File: src/design/bsfb_pkg.sv
`timescale 1ns / 1ps

package bsfb_pkg;

    localparam int unsigned FQ_DEPTH = 2;

    localparam logic [7:0] FLAG_BYTE = 8'h5c;
    localparam logic [7:0] ESC_BYTE  = 8'h5d;
    localparam logic [7:0] ESC_FLAG  = 8'h7c;
    localparam logic [7:0] ESC_ESC   = 8'h7d;
    localparam logic [7:0] ADDR_BYTE = 8'h01;
    localparam logic [7:0] CTRL_SEQ0 = 8'h00;
    localparam logic [7:0] CTRL_SEQ1 = 8'h02;

    // One classified payload word as it travels from the front to the back.
    typedef struct packed {
        logic [7:0] data;
        logic       hdr;
        logic       seq;
        logic       esc;
        logic       last;
    } desc_t;

endpackage

File: src/design/bsfb_front.sv
`timescale 1ns / 1ps

module bsfb_front (
    input  logic                 aclk,
    input  logic                 aresetn,
    input  logic                 cfg_we,
    input  logic                 cfg_wdata,
    input  logic                 s_valid,
    output logic                 s_ready,
    input  logic [7:0]           s_payload_byte,
    input  logic                 s_last_byte,
    input  logic                 q_full,
    output logic                 q_push,
    output bsfb_pkg::desc_t      q_wdata
);
    import bsfb_pkg::*;

    logic seq_bit_reg;
    logic seq_bit_next;
    logic inside_frame_reg;
    logic inside_frame_next;

    assign s_ready = ~q_full;
    assign q_push  = s_valid & ~q_full;

    always_comb begin
        q_wdata.data = s_payload_byte;
        q_wdata.hdr  = ~inside_frame_reg;
        q_wdata.seq  = seq_bit_reg;
        q_wdata.esc  = (s_payload_byte == FLAG_BYTE) || (s_payload_byte == ESC_BYTE);
        q_wdata.last = s_last_byte;
    end

    always_comb begin
        seq_bit_next      = cfg_we ? cfg_wdata : seq_bit_reg;
        inside_frame_next = q_push ? ~s_last_byte : inside_frame_reg;
    end

    always_ff @(posedge aclk) begin
        if (!aresetn) begin
            seq_bit_reg      <= 1'b0;
            inside_frame_reg <= 1'b0;
        end else begin
            seq_bit_reg      <= seq_bit_next;
            inside_frame_reg <= inside_frame_next;
        end
    end

endmodule

File: src/design/bsfb_queue.sv
`timescale 1ns / 1ps

module bsfb_queue #(
    parameter int unsigned DEPTH = bsfb_pkg::FQ_DEPTH
) (
    input  logic            aclk,
    input  logic            aresetn,
    input  logic            push,
    input  bsfb_pkg::desc_t wdata,
    output logic            full,
    input  logic            pop,
    output logic            head_valid,
    output bsfb_pkg::desc_t head
);
    import bsfb_pkg::*;

    localparam int unsigned PW = (DEPTH > 1) ? $clog2(DEPTH) : 1;
    localparam int unsigned CW = $clog2(DEPTH + 1);
    localparam logic [PW-1:0] LAST_PTR = PW'(DEPTH - 1);

    desc_t         mem_reg [DEPTH];
    logic [PW-1:0] wr_ptr_reg;
    logic [PW-1:0] wr_ptr_next;
    logic [PW-1:0] rd_ptr_reg;
    logic [PW-1:0] rd_ptr_next;
    logic [CW-1:0] count_reg;
    logic [CW-1:0] count_next;

    assign full       = (count_reg == CW'(DEPTH));
    assign head_valid = (count_reg != '0);
    assign head       = mem_reg[rd_ptr_reg];

    always_comb begin
        wr_ptr_next = wr_ptr_reg;
        rd_ptr_next = rd_ptr_reg;
        count_next  = count_reg;
        if (push) begin
            wr_ptr_next = (wr_ptr_reg == LAST_PTR) ? '0 : wr_ptr_reg + 1'b1;
        end
        if (pop) begin
            rd_ptr_next = (rd_ptr_reg == LAST_PTR) ? '0 : rd_ptr_reg + 1'b1;
        end
        if (push && !pop) begin
            count_next = count_reg + 1'b1;
        end else if (pop && !push) begin
            count_next = count_reg - 1'b1;
        end
    end

    always_ff @(posedge aclk) begin
        if (push) begin
            mem_reg[wr_ptr_reg] <= wdata;
        end
    end

    always_ff @(posedge aclk) begin
        if (!aresetn) begin
            wr_ptr_reg <= '0;
            rd_ptr_reg <= '0;
            count_reg  <= '0;
        end else begin
            wr_ptr_reg <= wr_ptr_next;
            rd_ptr_reg <= rd_ptr_next;
            count_reg  <= count_next;
        end
    end

endmodule

File: src/design/bsfb_back.sv
`timescale 1ns / 1ps

module bsfb_back (
    input  logic            aclk,
    input  logic            aresetn,
    input  logic            head_valid,
    input  bsfb_pkg::desc_t head,
    output logic            pop,
    output logic            m_valid,
    input  logic            m_ready,
    output logic [7:0]      m_line_byte,
    output logic            m_run_end,
    output logic            m_frame_end
);
    import bsfb_pkg::*;

    typedef enum logic [3:0] {
        ST_START,
        ST_HDR0,
        ST_HDR1,
        ST_HDR2,
        ST_HDR3,
        ST_DATA0,
        ST_DATA1,
        ST_BCC,
        ST_FLAG
    } step_t;

    step_t      step_reg;
    step_t      step_next;
    step_t      cur_step;
    logic       m_valid_reg;
    logic       m_valid_next;
    logic [7:0] line_reg;
    logic [7:0] line_next;
    logic       run_end_reg;
    logic       run_end_next;
    logic       frame_end_reg;
    logic       frame_end_next;
    logic [7:0] check_reg;
    logic [7:0] check_next;
    logic [7:0] ctrl;
    logic       fire;
    logic       done;

    assign m_valid     = m_valid_reg;
    assign m_line_byte = line_reg;
    assign m_run_end   = run_end_reg;
    assign m_frame_end = frame_end_reg;

    // The output register takes a new word whenever it is empty or being drained.
    assign fire = head_valid & (~m_valid_reg | m_ready);
    assign pop  = fire & done;
    assign ctrl = head.seq ? CTRL_SEQ1 : CTRL_SEQ0;

    always_comb begin
        if (step_reg == ST_START) begin
            cur_step = head.hdr ? ST_HDR0 : ST_DATA0;
        end else begin
            cur_step = step_reg;
        end
    end

    always_comb begin
        line_next      = FLAG_BYTE;
        frame_end_next = 1'b0;
        step_next      = ST_START;
        done           = 1'b0;
        check_next     = check_reg;
        unique case (cur_step)
            ST_HDR0: begin
                line_next = FLAG_BYTE;
                step_next = ST_HDR1;
            end
            ST_HDR1: begin
                line_next = ADDR_BYTE;
                step_next = ST_HDR2;
            end
            ST_HDR2: begin
                line_next = ctrl;
                step_next = ST_HDR3;
            end
            ST_HDR3: begin
                line_next  = ADDR_BYTE ^ ctrl;
                step_next  = ST_DATA0;
                check_next = '0;
            end
            ST_DATA0: begin
                line_next  = head.esc ? ESC_BYTE : head.data;
                check_next = check_reg ^ line_next;
                if (head.esc) begin
                    step_next = ST_DATA1;
                end else if (head.last) begin
                    step_next = ST_BCC;
                end else begin
                    done = 1'b1;
                end
            end
            ST_DATA1: begin
                line_next  = (head.data == FLAG_BYTE) ? ESC_FLAG : ESC_ESC;
                check_next = check_reg ^ line_next;
                if (head.last) begin
                    step_next = ST_BCC;
                end else begin
                    done = 1'b1;
                end
            end
            ST_BCC: begin
                // The check byte goes out raw, without stuffing.
                line_next = check_reg;
                step_next = ST_FLAG;
            end
            ST_FLAG: begin
                line_next      = FLAG_BYTE;
                frame_end_next = 1'b1;
                check_next     = '0;
                done           = 1'b1;
            end
            default: begin
                done = 1'b1;
            end
        endcase
        run_end_next = done;
        m_valid_next = fire | (m_valid_reg & ~m_ready);
    end

    always_ff @(posedge aclk) begin
        if (!aresetn) begin
            step_reg    <= ST_START;
            m_valid_reg <= 1'b0;
            check_reg   <= '0;
        end else begin
            m_valid_reg <= m_valid_next;
            if (fire) begin
                step_reg      <= step_next;
                check_reg     <= check_next;
                line_reg      <= line_next;
                run_end_reg   <= run_end_next;
                frame_end_reg <= frame_end_next;
            end
        end
    end

endmodule

File: src/design/byte_stuffing_frame_builder_top.sv
`timescale 1ns / 1ps
// The first output word of an input word passes the descriptor queue and the output register.
// Throughput: one output word per cycle while m_ready is high and the queue is not empty; an
// input word yields 1 to 8 output words (header 4, stuffed payload 1 or 2, check byte and
// closing flag 2). The two-entry queue lets input words be taken while output is stalled.
// Reset (aresetn low, synchronous) empties the queue and output register and clears seq_bit.
module byte_stuffing_frame_builder_top #(
    parameter int unsigned QDEPTH = bsfb_pkg::FQ_DEPTH
) (
    input  logic       aclk,
    input  logic       aresetn,
    input  logic       cfg_we,
    input  logic       cfg_wdata,
    input  logic       s_valid,
    output logic       s_ready,
    input  logic [7:0] s_payload_byte,
    input  logic       s_last_byte,
    output logic       m_valid,
    input  logic       m_ready,
    output logic [7:0] m_line_byte,
    output logic       m_run_end,
    output logic       m_frame_end
);
    import bsfb_pkg::*;

    desc_t q_wdata;
    desc_t q_head;
    logic  q_push;
    logic  q_full;
    logic  q_pop;
    logic  q_head_valid;

    bsfb_front u_front (
        .aclk           (aclk),
        .aresetn        (aresetn),
        .cfg_we         (cfg_we),
        .cfg_wdata      (cfg_wdata),
        .s_valid        (s_valid),
        .s_ready        (s_ready),
        .s_payload_byte (s_payload_byte),
        .s_last_byte    (s_last_byte),
        .q_full         (q_full),
        .q_push         (q_push),
        .q_wdata        (q_wdata)
    );

    bsfb_queue #(
        .DEPTH (QDEPTH)
    ) u_queue (
        .aclk       (aclk),
        .aresetn    (aresetn),
        .push       (q_push),
        .wdata      (q_wdata),
        .full       (q_full),
        .pop        (q_pop),
        .head_valid (q_head_valid),
        .head       (q_head)
    );

    bsfb_back u_back (
        .aclk        (aclk),
        .aresetn     (aresetn),
        .head_valid  (q_head_valid),
        .head        (q_head),
        .pop         (q_pop),
        .m_valid     (m_valid),
        .m_ready     (m_ready),
        .m_line_byte (m_line_byte),
        .m_run_end   (m_run_end),
        .m_frame_end (m_frame_end)
    );

endmodule

File: config.mk
export PLATFORM = sky130hd
export DESIGN_NAME = byte_stuffing_frame_builder_top
export DESIGN_NICKNAME = d
export VERILOG_FILES = /design/src/design/bsfb_pkg.sv /design/src/design/bsfb_front.sv /design/src/design/bsfb_queue.sv /design/src/design/bsfb_back.sv /design/src/design/byte_stuffing_frame_builder_top.sv
export SDC_FILE = /design/constraint.sdc
export NUM_CORES = 1
export LEC_CHECK = 0
export BUFFER_PORTS_ARGS = -buffer_cell sky130_fd_sc_hd__buf_2
export CAP_MARGIN = 20
export CORE_UTILIZATION = 55
export CTS_CLUSTER_DIAMETER = 60
export DETAILED_ROUTE_END_ITERATION = 10
export PLACE_DENSITY = 0.82
export SETUP_SLACK_MARGIN = 0.3
export SYNTH_ARGS = -nofsm -noshare
export SYNTH_HDL_FRONTEND = slang
export SYNTH_SLANG_ARGS = --single-unit
File: constraint.sdc
create_clock -name aclk -period 4 [get_ports aclk]
set_clock_uncertainty 0.15 [all_clocks]
set_input_delay 0.8 -clock aclk [delete_from_list [all_inputs] [get_ports aclk]]
set_output_delay 0.8 -clock aclk [all_outputs]
set_load 0.005 [all_outputs]
==> results of run 1 <==
-- synthesized netlist by cell type, drive strengths merged (2+ instances only) --
cell type / count / share of area
nor2: 15 / 0.022
dfxtp: 20 / 0.15
or2: 2 / 0.0048
a31oi: 3 / 0.0072
xor2: 3 / 0.010
nor3: 3 / 0.0057
nand2: 16 / 0.023
o2111ai: 2 / 0.0067
nor2b: 4 / 0.0095
a21oi: 32 / 0.061
buf: 6 / 0.021
a221o: 5 / 0.021
nand4: 2 / 0.0048
or4: 2 / 0.0057
o22a: 5 / 0.017
nor4b: 3 / 0.012
edfxtp: 34 / 0.39
o221ai: 5 / 0.017
and3: 2 / 0.0048
mux2i: 3 / 0.011
inv: 7 / 0.010
o21ai: 4 / 0.0076
a211oi: 3 / 0.0086
o22ai: 2 / 0.0048
nand3: 11 / 0.021
clkbuf: 7 / 0.010
mux2: 5 / 0.023
nand2b: 6 / 0.014
or3: 10 / 0.024
-- metal layers --
layer	vias to the layer above	share of wire	track usage
met2	69	0.49	0.361
met1	905	0.44	0.286
li1	972	-	-
met5	-	0	0
met3	6	0.062	0.0442
met4	0	0.0095	0.0533
-- worst paths after layout --
kind	startpoint	cells past startpoint	slack [ps]	to
setup / recovery	u_back.step_reg[2]	8	940	u_queue.count_reg[1]
hold / removal	u_front.seq_bit_reg	0	330	u_queue.mem_reg[0][2]
setup reg to reg	u_back.step_reg[2]	8	940	u_queue.count_reg[1]
hold reg to reg	u_front.seq_bit_reg	0	330	u_queue.mem_reg[0][2]
-- power breakdown --
group          switching, mW  total (mW)  internal (mW)
clock network          0.174       0.298          0.124
logic                  0.410       0.710          0.300
registers              0.131       0.897          0.766
total                  0.715        1.90           1.19
-- worst register-to-register path, stage by stage, from the launching register on --
cell,delay (ps)
dfxtp_1,550
or3_1,460
o32ai_4,430
a21oi_1,190
o21ai_0,270
nand2_1,110
ha_1,320
or3_1,350
a21oi_1,150
-- stage by stage --
step / util / power (mW) / cells / setup slack [ps]
2_1_floorplan: - / 1.45 / 242 / 1610
3_3_place_gp: 0.612 / 1.59 / 307 / 1080
3_5_place_dp: 0.612 / 1.61 / 307 / 1010
4_1_cts: 0.631 / 1.91 / 315 / 953
5_1_grt: 0.631 / 2.03 / 315 / 714
6_report: 0.631 / 1.90 / 315 / 937
-- layout by cell type (no fill, tap or decap), types with 2 or more instances in the layout --
cell	count
dfxtp_1	20
inv_1	7
nand2_1	16
a31oi_1	3
a211oi_1	3
edfxtp_1	34
a221o_2	4
mux2i_1	3
nor3_1	3
o22ai_1	2
o2111ai_1	2
nor2_1	14
nor4b_1	2
buf_2	26
or2_2	2
nand3_1	11
nor2b_1	4
nand4_1	2
and3_1	2
nand2b_1	6
o21ai_0	4
mux2_2	4
or4_1	2
clkbuf_8	5
or3_1	10
xor2_1	3
o22a_1	5
a21oi_1	32
o221ai_1	5
-- final cells by class --
class | count | area, um2 | share of cell area
Clock buffer | 6 | 72.6 | 0.0257
Multi-Input combinational cell | 167 | 1090 | 0.387
Timing Repair Buffer | 26 | 130 | 0.0461
Tap cell | 52 | 65.1 | 0.0230
Clock inverter | 2 | 13.8 | 0.00487
Inverter | 8 | 30.0 | 0.0106
Sequential cell | 54 | 1420 | 0.503
-- kinds of logic (layout without fill, tap and decap cells) --
family          after synthesis  after routing  share of synthesized area
simple gates                 81             81                      0.168
buf+inv                      21             42                     0.0420
fa+ha+maj                     1              1                    0.00477
mux                           8              8                     0.0343
compound gates               73             73                      0.196
flops                        54             54                      0.542
xor+xnor                      4              4                     0.0134
==> results.md, run 1 <==
* Status: finished, violations left
* Failing checks: DRC
* Max reg flops at 24
* Vias post-DR at approximately 2.0k
* Mapped Area at around 2600 um2
* Post-route ant nets at 0
* Post-synth EDFFs at 34
* Gr usage total at 0.215
* Ports at 27
* Post-DR wirelength/cell at 16.1 um
* Root Buffer: clkbuf_8
* Synth Area per Inst at approximately 11 um2
* RSZ-0062 raised after global routing: no
* Worst hold slack at 334 ps
* DRC viols at 2
* CTS Buf Count at 5
* Max-cap check violation count at 0
* Worst slew margin at 0.351
* Drt total wl at 5080 um
* Number of H-tree levels at 2
* Final #Nets at 278
* Die height at 71.1 um
* Total grt overflow at 0
* Worst setup SP type: flop
* Slowest stage cell, crit path: dfxtp_1
* Final Wtd Congestion at 0.908
* Endpoints failing hold at 0
* Layout cells sized above 1 at 0.183
* Synth Flop Type: edfxtp_1
* Post-DP HPWL at 3750 um
* Fmax achieved at ~0.33 GHz
* Cell count after synthesis at 242
* Cell leakage power at 0.991 nW
* Fin crit share at 0.766
* Share of flip-flops with an asynchronous set or reset at 0
* Worst hold path class: flop to flop
* Setup TNS at 0 ps
* First-pass GRT wire length at 8330 um
* CTS Buffer Depth at 2
* Top Family by Delay on Critical Path: compound AO/OA/AOI/OAI gates
* Vias per cell at a little over 6
* Worst-skew pair later-pin latency at 310 ps
* Row Count at 24
* CP required at just over 4000 ps
* Fin. max-slew vios at 0
* CP Cell Sequence: or3_1 > o32ai_4 > a21oi_1 > o21ai_0 > nand2_1 > ha_1 > or3_1 > a21oi_1
* Crit path DAT at 3140 ps
* TritonCTS clock tree: done
* First-pass DRT Iterations at 7
* DRT iter0 DRCs at 155
* Core ar. at 4470 um2
* Max incr delay on CP at 550 ps
* Worst setup path class: flop to flop
* Critical path fanouts, max at 24
* Synth cell types at 55
* Yosys Warn Count at 0
* Fillers at 355
* Reg clk slew, reported paths at 100 ps
* Power per standard cell area at ~670 nW/um2
* Vias in the first global route at around 1.8k
* Worst-Margin Slew at between 900 and 1000 ps
* CTS Hold Bufs at 0
* Initial antenna violation count at 0
* Final Setup Violations at 0
* CP Capture Type: flop
* Initial core utilization at 0.586
* Syn-to-layout area delta at 7.68%
* CTS Sinks at 54
* Syn Nets at between 200 and 300
* Seq/Total Area, Yosys at 0.542
* DP Area at 2740 um2
* Max IR drop VDD at between 0.3 and 0.4 mV
* Min Tclk post-route at 3060 ps
* Cts repair resizes at 0
* Bufs and invs on worst path at 0
* Die Area at a little over 5000 um2
* Largest net degree at the start of global routing at 25
* Antenna Cells at 0
* Die width at 71.1 um
* Postcts setup bufs at 0
* Finished Cell Area at 2830 um2
* Register bit total from synthesis at 54
* IO Port Bufs at 26
Power figures use the tool's default switching activity.
==> run 2: changes to the inputs <==
--- a/config.mk
+++ b/config.mk
@@ -5,9 +5,10 @@
 export SDC_FILE = /design/constraint.sdc
 export NUM_CORES = 1
 export LEC_CHECK = 0
+export ABC_AREA = 1
 export BUFFER_PORTS_ARGS = -buffer_cell sky130_fd_sc_hd__buf_2
 export CAP_MARGIN = 20
-export CORE_UTILIZATION = 55
+export CORE_UTILIZATION = 52
 export CTS_CLUSTER_DIAMETER = 60
 export DETAILED_ROUTE_END_ITERATION = 10
 export PLACE_DENSITY = 0.82
==> constraint.sdc (replaced) <==
create_clock -name aclk -period 2.7 [get_ports aclk]
set_clock_uncertainty 0.15 [all_clocks]
set_input_delay 0.54 -clock aclk [delete_from_list [all_inputs] [get_ports aclk]]
set_output_delay 0.54 -clock aclk [all_outputs]
set_load 0.005 [all_outputs]
==> results.md, run 2 <==
* Row Count at 25
* Vias in the first global route at approximately 1.8k
* Post-DR wirelength/cell at 12.3 um
* Fmax achieved at 0.462 GHz
* Clock share of power at 0.141
* Post-DP HPWL at 3650 um
* Commonest non-fill, non-tap cell in the layout: nand2_1
* Cell taking the most area after synthesis: edfxtp_1
* TritonCTS clock tree: done
* Most frequent cells in the layout: nand2_1 (77), edfxtp_1 (34), inv_1 (32)
* Reg clk slew, reported paths at ~90 ps
* Endpoints failing hold at 0
* Fin crit share at 0.802
* Initial antenna violation count at 0
* Cell leakage power at 1.25 nW
* Max-cap check violation count at 0
* Root Buffer: clkbuf_8
* Comb pwr share at 0.462
* CTS Hold Bufs at 0
* Fin. max-slew vios at 0
* CP required at 2750 ps
* CP Capture Type: flop
* Top post-synthesis cells by area: edfxtp_1 (39%), dfxtp_1 (15%), nand2_1 (11%), inv_1 (4.6%), a21oi_1 (4.1%)
* Net Switching at approximately 1.3 mW
* Reg power frac at 0.396
* First-pass DRT Iterations at 5
* Status: completed
* Die height at 72.6 um
* Final Setup Violations at 0
* Largest net degree at the start of global routing at 18
* Drt total wl at 4810 um
* Initial core utilization at 0.545
* Layout Cells excl Fill at 391
* Worst slew margin at 0.611
* Synth top area share at 0.394
* First-pass GRT wire length at 8020 um
* Mapped Area at 2590 um2
* Post-synth EDFFs at 34
* Vias post-DR at 1,994
* Core ar. at around 4800 um2
* Share of flip-flops with an asynchronous set or reset at 0
* Final #Nets at about 340
* Ports at 27
* Post-synth top cells: nand2_1 (78), edfxtp_1 (34), inv_1 (32)
* DRT iter0 DRCs at around 160
* Antenna Cells at 0
* Switch share at 0.424
* Layout cells sized above 1 at 0.216
* Worst setup SP type: flop
* Die width at slightly above 70 um
* Synth Area per Inst at approximately 9 um2
* Register bit total from synthesis at 54
* CTS Buffer Depth at 2
* Finished Cell Area at 2900 um2
* Syn Nets at 307
* Max reg flops at 24
* Crit path DAT at 2210 ps
* Worst-Margin Slew at 580 ps
* IO Port Bufs at 26
* Dpl cells at 383
* Min Tclk post-route at 2160 ps
* RSZ-0062 raised after global routing: no
* CTS Sinks at 54
* Gr usage total at 0.200
* Synth Flop Type: edfxtp_1
* Vias per cell at 5.10
* Cts repair resizes at 0
* Post-route ant nets at 0
* Worst setup path class: flop to flop
* Total grt overflow at 0
* Seq/Total Area, Yosys at 0.549
* Power per standard cell area at ~1100 nW/um2
* Number of H-tree levels at 2
* Die Area at 5270 um2
* Postcts setup bufs at 0
* Setup TNS at 0 ps
* Critical path fanouts, max at 13
* Most numerous cell in the Yosys netlist: nand2_1
* Worst hold path class: input pin to flop
* Int Power at about 1.8 mW
* Cell count after synthesis at around 290
* Max IR drop VDD at roughly 0.47 mV
* DP Area at between 2000 and 3000 um2
* Synth cell types at 32
* DRC viols at 0
* CTS Buf Count at 5
* Syn-to-layout area delta at 12.0%
* Yosys Warn Count at 0
* Worst-skew pair later-pin latency at 300 ps
* Final Wtd Congestion at 0.867
==> run 2: cells by family after synthesis <==
family,share of synthesized area
simple gates,0.241
compound gates,0.131
flops,0.549
buf+inv,0.0744
fa+ha+maj,0.00483
==> run 2: worst paths after layout <==
path / startpoint / end / slack (ps) / cells past startpoint
worst min-delay path: cfg_we / u_front.seq_bit_reg / 260 / 2
worst min register to register: u_back.check_reg[2] / u_back.check_reg[2] / 340 / 2
worst max register to register: flop / u_queue.count_reg[1] / 540 / 13
worst max-delay path: flop / u_queue.count_reg[1] / 540 / 13
==> run 2: final cells by class <==
type / instances / area (um2)
clock buffer: 6 / 72.6
clock inverter: 2 / 17.5
fill: 438 / 1850
inverter: 40 / 153
multi-input combinational: 191 / 983
sequential: 54 / 1420
tap: 67 / 83.8
timing repair buffer: 31 / 168
==> run 2: power by group through the flow <==
stage	logic (mW)	clock network, mW	registers, mW
after global placement	1.42	0	1.26
after floorplan	1.11	0	1.25
after CTS	1.45	0.459	1.25
after global routing	1.65	0.485	1.27
final	1.46	0.446	1.25
after detailed placement	1.44	0	1.27
==> run 2: routing by layer <==
layer | up-vias | routed length [um] | GRT usage
li1 | 1040 | - | -
met4 | 0 | 60 | 0.0545
met5 | - | 0 | 0
met1 | 893 | 2250 | 0.258
met3 | 6 | 222 | 0.0428
met2 | 55 | 2290 | 0.341
==> run 2: metrics by stage <==
step | total power, mW | utilization | setup WS (ps) | hold WS [ps]
floorplan | 2.36 | - | 536 | 270
global placement | 2.68 | 0.589 | 466 | 291
detailed placement | 2.71 | 0.589 | 399 | 298
CTS | 3.15 | 0.608 | 388 | 254
global route | 3.41 | 0.610 | 312 | 263
finish | 3.16 | 0.610 | 535 | 265
==> run 2: critical path, cell delays in order, from the launching register on <==
cell and delay, ps:
dfxtp_1 350, buf_4 190, nand2_1 70, nand2_1 120
nand2_1 100, nand2_4 110, nand3_1 90, nand3_2 110
nand2_1 60, ha_1 300, a21oi_1 110, o21ai_0 110
o21ai_1 140, a21oi_1 50
==> run 3: changes to the inputs <==
--- a/config.mk
+++ b/config.mk
@@ -5,10 +5,10 @@
 export SDC_FILE = /design/constraint.sdc
 export NUM_CORES = 1
 export LEC_CHECK = 0
-export ABC_AREA = 1
+export ABC_AREA = 0
 export BUFFER_PORTS_ARGS = -buffer_cell sky130_fd_sc_hd__buf_2
 export CAP_MARGIN = 20
-export CORE_UTILIZATION = 52
+export CORE_UTILIZATION = 55
 export CTS_CLUSTER_DIAMETER = 60
 export DETAILED_ROUTE_END_ITERATION = 10
 export PLACE_DENSITY = 0.82
==> constraint.sdc (replaced) <==
create_clock -name aclk -period 2.2 [get_ports aclk]
set_clock_uncertainty 0.15 [all_clocks]
set_input_delay 0.44 -clock aclk [delete_from_list [all_inputs] [get_ports aclk]]
set_output_delay 0.44 -clock aclk [all_outputs]
set_load 0.005 [all_outputs]
==> results.md, run 3 (same netlist as run 1, synthesis figures left out) <==
* Ports at 27
* Final Wtd Congestion at 0.874
* Fmax achieved at 0.416 GHz
* Vias post-DR at 2,180
* Initial antenna violation count at 0
* Setup TNS at -239 ps
* Post-DP HPWL at approximately 4100 um
* First-pass GRT wire length at around 9500 um
* Post-route ant nets at 0
* Die Area at 5050 um2
* Worst hold path class: input pin to flop
* Commonest non-fill, non-tap cell in the layout: edfxtp_1
* CTS Sinks at 54
* Finished Cell Area at 3320 um2
* Switch share at 0.366
* Number of H-tree levels at 2
* Max reg flops at 24
* Crit path DAT at 2490 ps
* Failing checks: DRC, setup timing
* Comb pwr share at 0.483
* Vias in the first global route at around 2.0k
* Fin. max-slew vios at 0
* CTS Hold Bufs at 0
* Status: finished, violations left
* Reg clk slew, reported paths at 90 ps
* Critical path fanouts, max at 2
* Antenna Cells at 0
* Die height at 71.1 um
* Worst setup SP type: flop
* Area occupied by multi-input gates at about 1200 um2
* Max IR drop VDD at 0.722 mV
* PnR worst setup slack at -203 ps
* Final Setup Violations at 2
* Gr usage total at 0.245
* Worst Reg2Reg Path Length in Cells at 9
* CTS Buffer Depth at 2
* Core ar. at 4470 um2
* Layout Cells excl Fill at approximately 350
* Fin crit share at 1.09
* Die width at 71.1 um
* Worst setup path class: flop to flop
* DRC viols at 1
* CP Cell Sequence: or3_4 > o32ai_4 > a21oi_2 > o21ai_2 > nand2_2 > ha_4 > xor2_2 > or3_1 > a21oi_1
* RSZ-0062 raised after global routing: yes
* Worst-skew pair later-pin latency at 300 ps
* Max incr delay on CP at 390 ps
* Worst slew margin at 0.625
* CP Capture Type: flop
* Most frequent cells in the layout: edfxtp_1 (34), a21oi_1 (30), buf_2 (26)
* IO Port Bufs at 26
* Min Tclk post-route at 2400 ps
* CTS Buf Count at 5
* Int Power at 2.71 mW
* CP required at approximately 2300 ps
* Syn-to-layout area delta at 26.7%
* Worst-Margin Slew at 560 ps
* Worst hold path depth at 1
* Cell leakage power at 1.22 nW
* Final #Nets at 312
* Dpl cells at 328
* Layout cells sized above 1 at 0.367
* Row Count at 24
* Endpoints failing hold at 0
* Power per standard cell area at about 1300 nW/um2
* DP Worst Slack at -205 ps
* Drt total wl at 6170 um
* Post-DR wirelength/cell at roughly 18 um
* Vias per cell at roughly 6.2
* Clock share of power at 0.151
* DP Area at 2920 um2
* Max-cap check violation count at 0
* Net Switching at 1.56 mW
* Initial core utilization at 0.586
* TritonCTS clock tree: done
* Total grt overflow at 0
* Register area at roughly 1400 um2
* Largest net degree at the start of global routing at 24
* Root Buffer: clkbuf_8
* First-pass DRT Iterations at 7
* Reg power frac at 0.366
* DRT iter0 DRCs at 201
* Fillers at 294
* Slowest stage cell, crit path: or3_4
run 3: cell types whose count changed in the layout (fill, tap and decap cells not counted), sizes merged, moves of 6 or more:
cell,previous run,this run
nand2,87,16
inv,40,7
buf,31,60
o21ai,17,4
or3,0,10
nand3,18,11
nand2b,0,6
nor2,21,15
run 3: area by class of cell:
class / instances / area share
Sequential cell: 54 / 0.429
Multi-Input combinational cell: 167 / 0.375
Timing Repair Buffer: 60 / 0.135
Clock buffer: 7 / 0.0230
Tap cell: 52 / 0.0196
Clock inverter: 1 / 0.00903
Inverter: 8 / 0.00903
run 3: worst paths after layout:
check,start,endpoint,slack [ps]
hold reg to reg,u_front.inside_frame_reg,u_queue.mem_reg[1][3],320
setup / recovery,u_back.step_reg[3],u_queue.count_reg[1],-200
hold / removal,s_payload_byte[0],u_queue.mem_reg[1][4],180
setup reg to reg,u_back.step_reg[3],u_queue.count_reg[1],-200
run 3: power by group through the flow:
| stage | combinational [mW] | clock, mW | sequential, mW |
|---|---|---|---|
| after floorplan | 1.13 | 0 | 1.54 |
| after global placement | 1.56 | 0 | 1.55 |
| after detailed placement | 1.59 | 0 | 1.56 |
| after CTS | 1.79 | 0.654 | 1.54 |
| after global routing | 2.20 | 0.695 | 1.59 |
| final | 2.06 | 0.644 | 1.56 |
run 3: what timing repair did:
action	4_1_cts	5_1_grt
setup endpoints to repair	12	20
setup buffers	7	6
resized for setup	18	23
pin swaps	16	5
run 3: stage by stage:
step,power [mW],hold slack [ps],utilization
after global placement,3.10,287,0.654
after floorplan,2.66,275,-
after CTS,3.99,166,0.709
final,4.27,182,0.743
after detailed placement,3.16,304,0.654
after global routing,4.48,173,0.743
run 3: critical path, delay by kind of cell, from the launching register on:
family                     cells  cell delay, ps
and+or+nand+nor                3             830
AOI/OAI and AO/OA              4             690
DFF                            1             340
adders and majority gates      1             180
xor gates and xnor gates       1             150
run 3: routing by layer:
metal	GRT usage	wire length (um)	vias up
met2	0.420	3140	86
met4	0.109	208	0
met1	0.307	2560	1042
met3	0.0399	258	22
met5	0	0	-
li1	-	-	1030
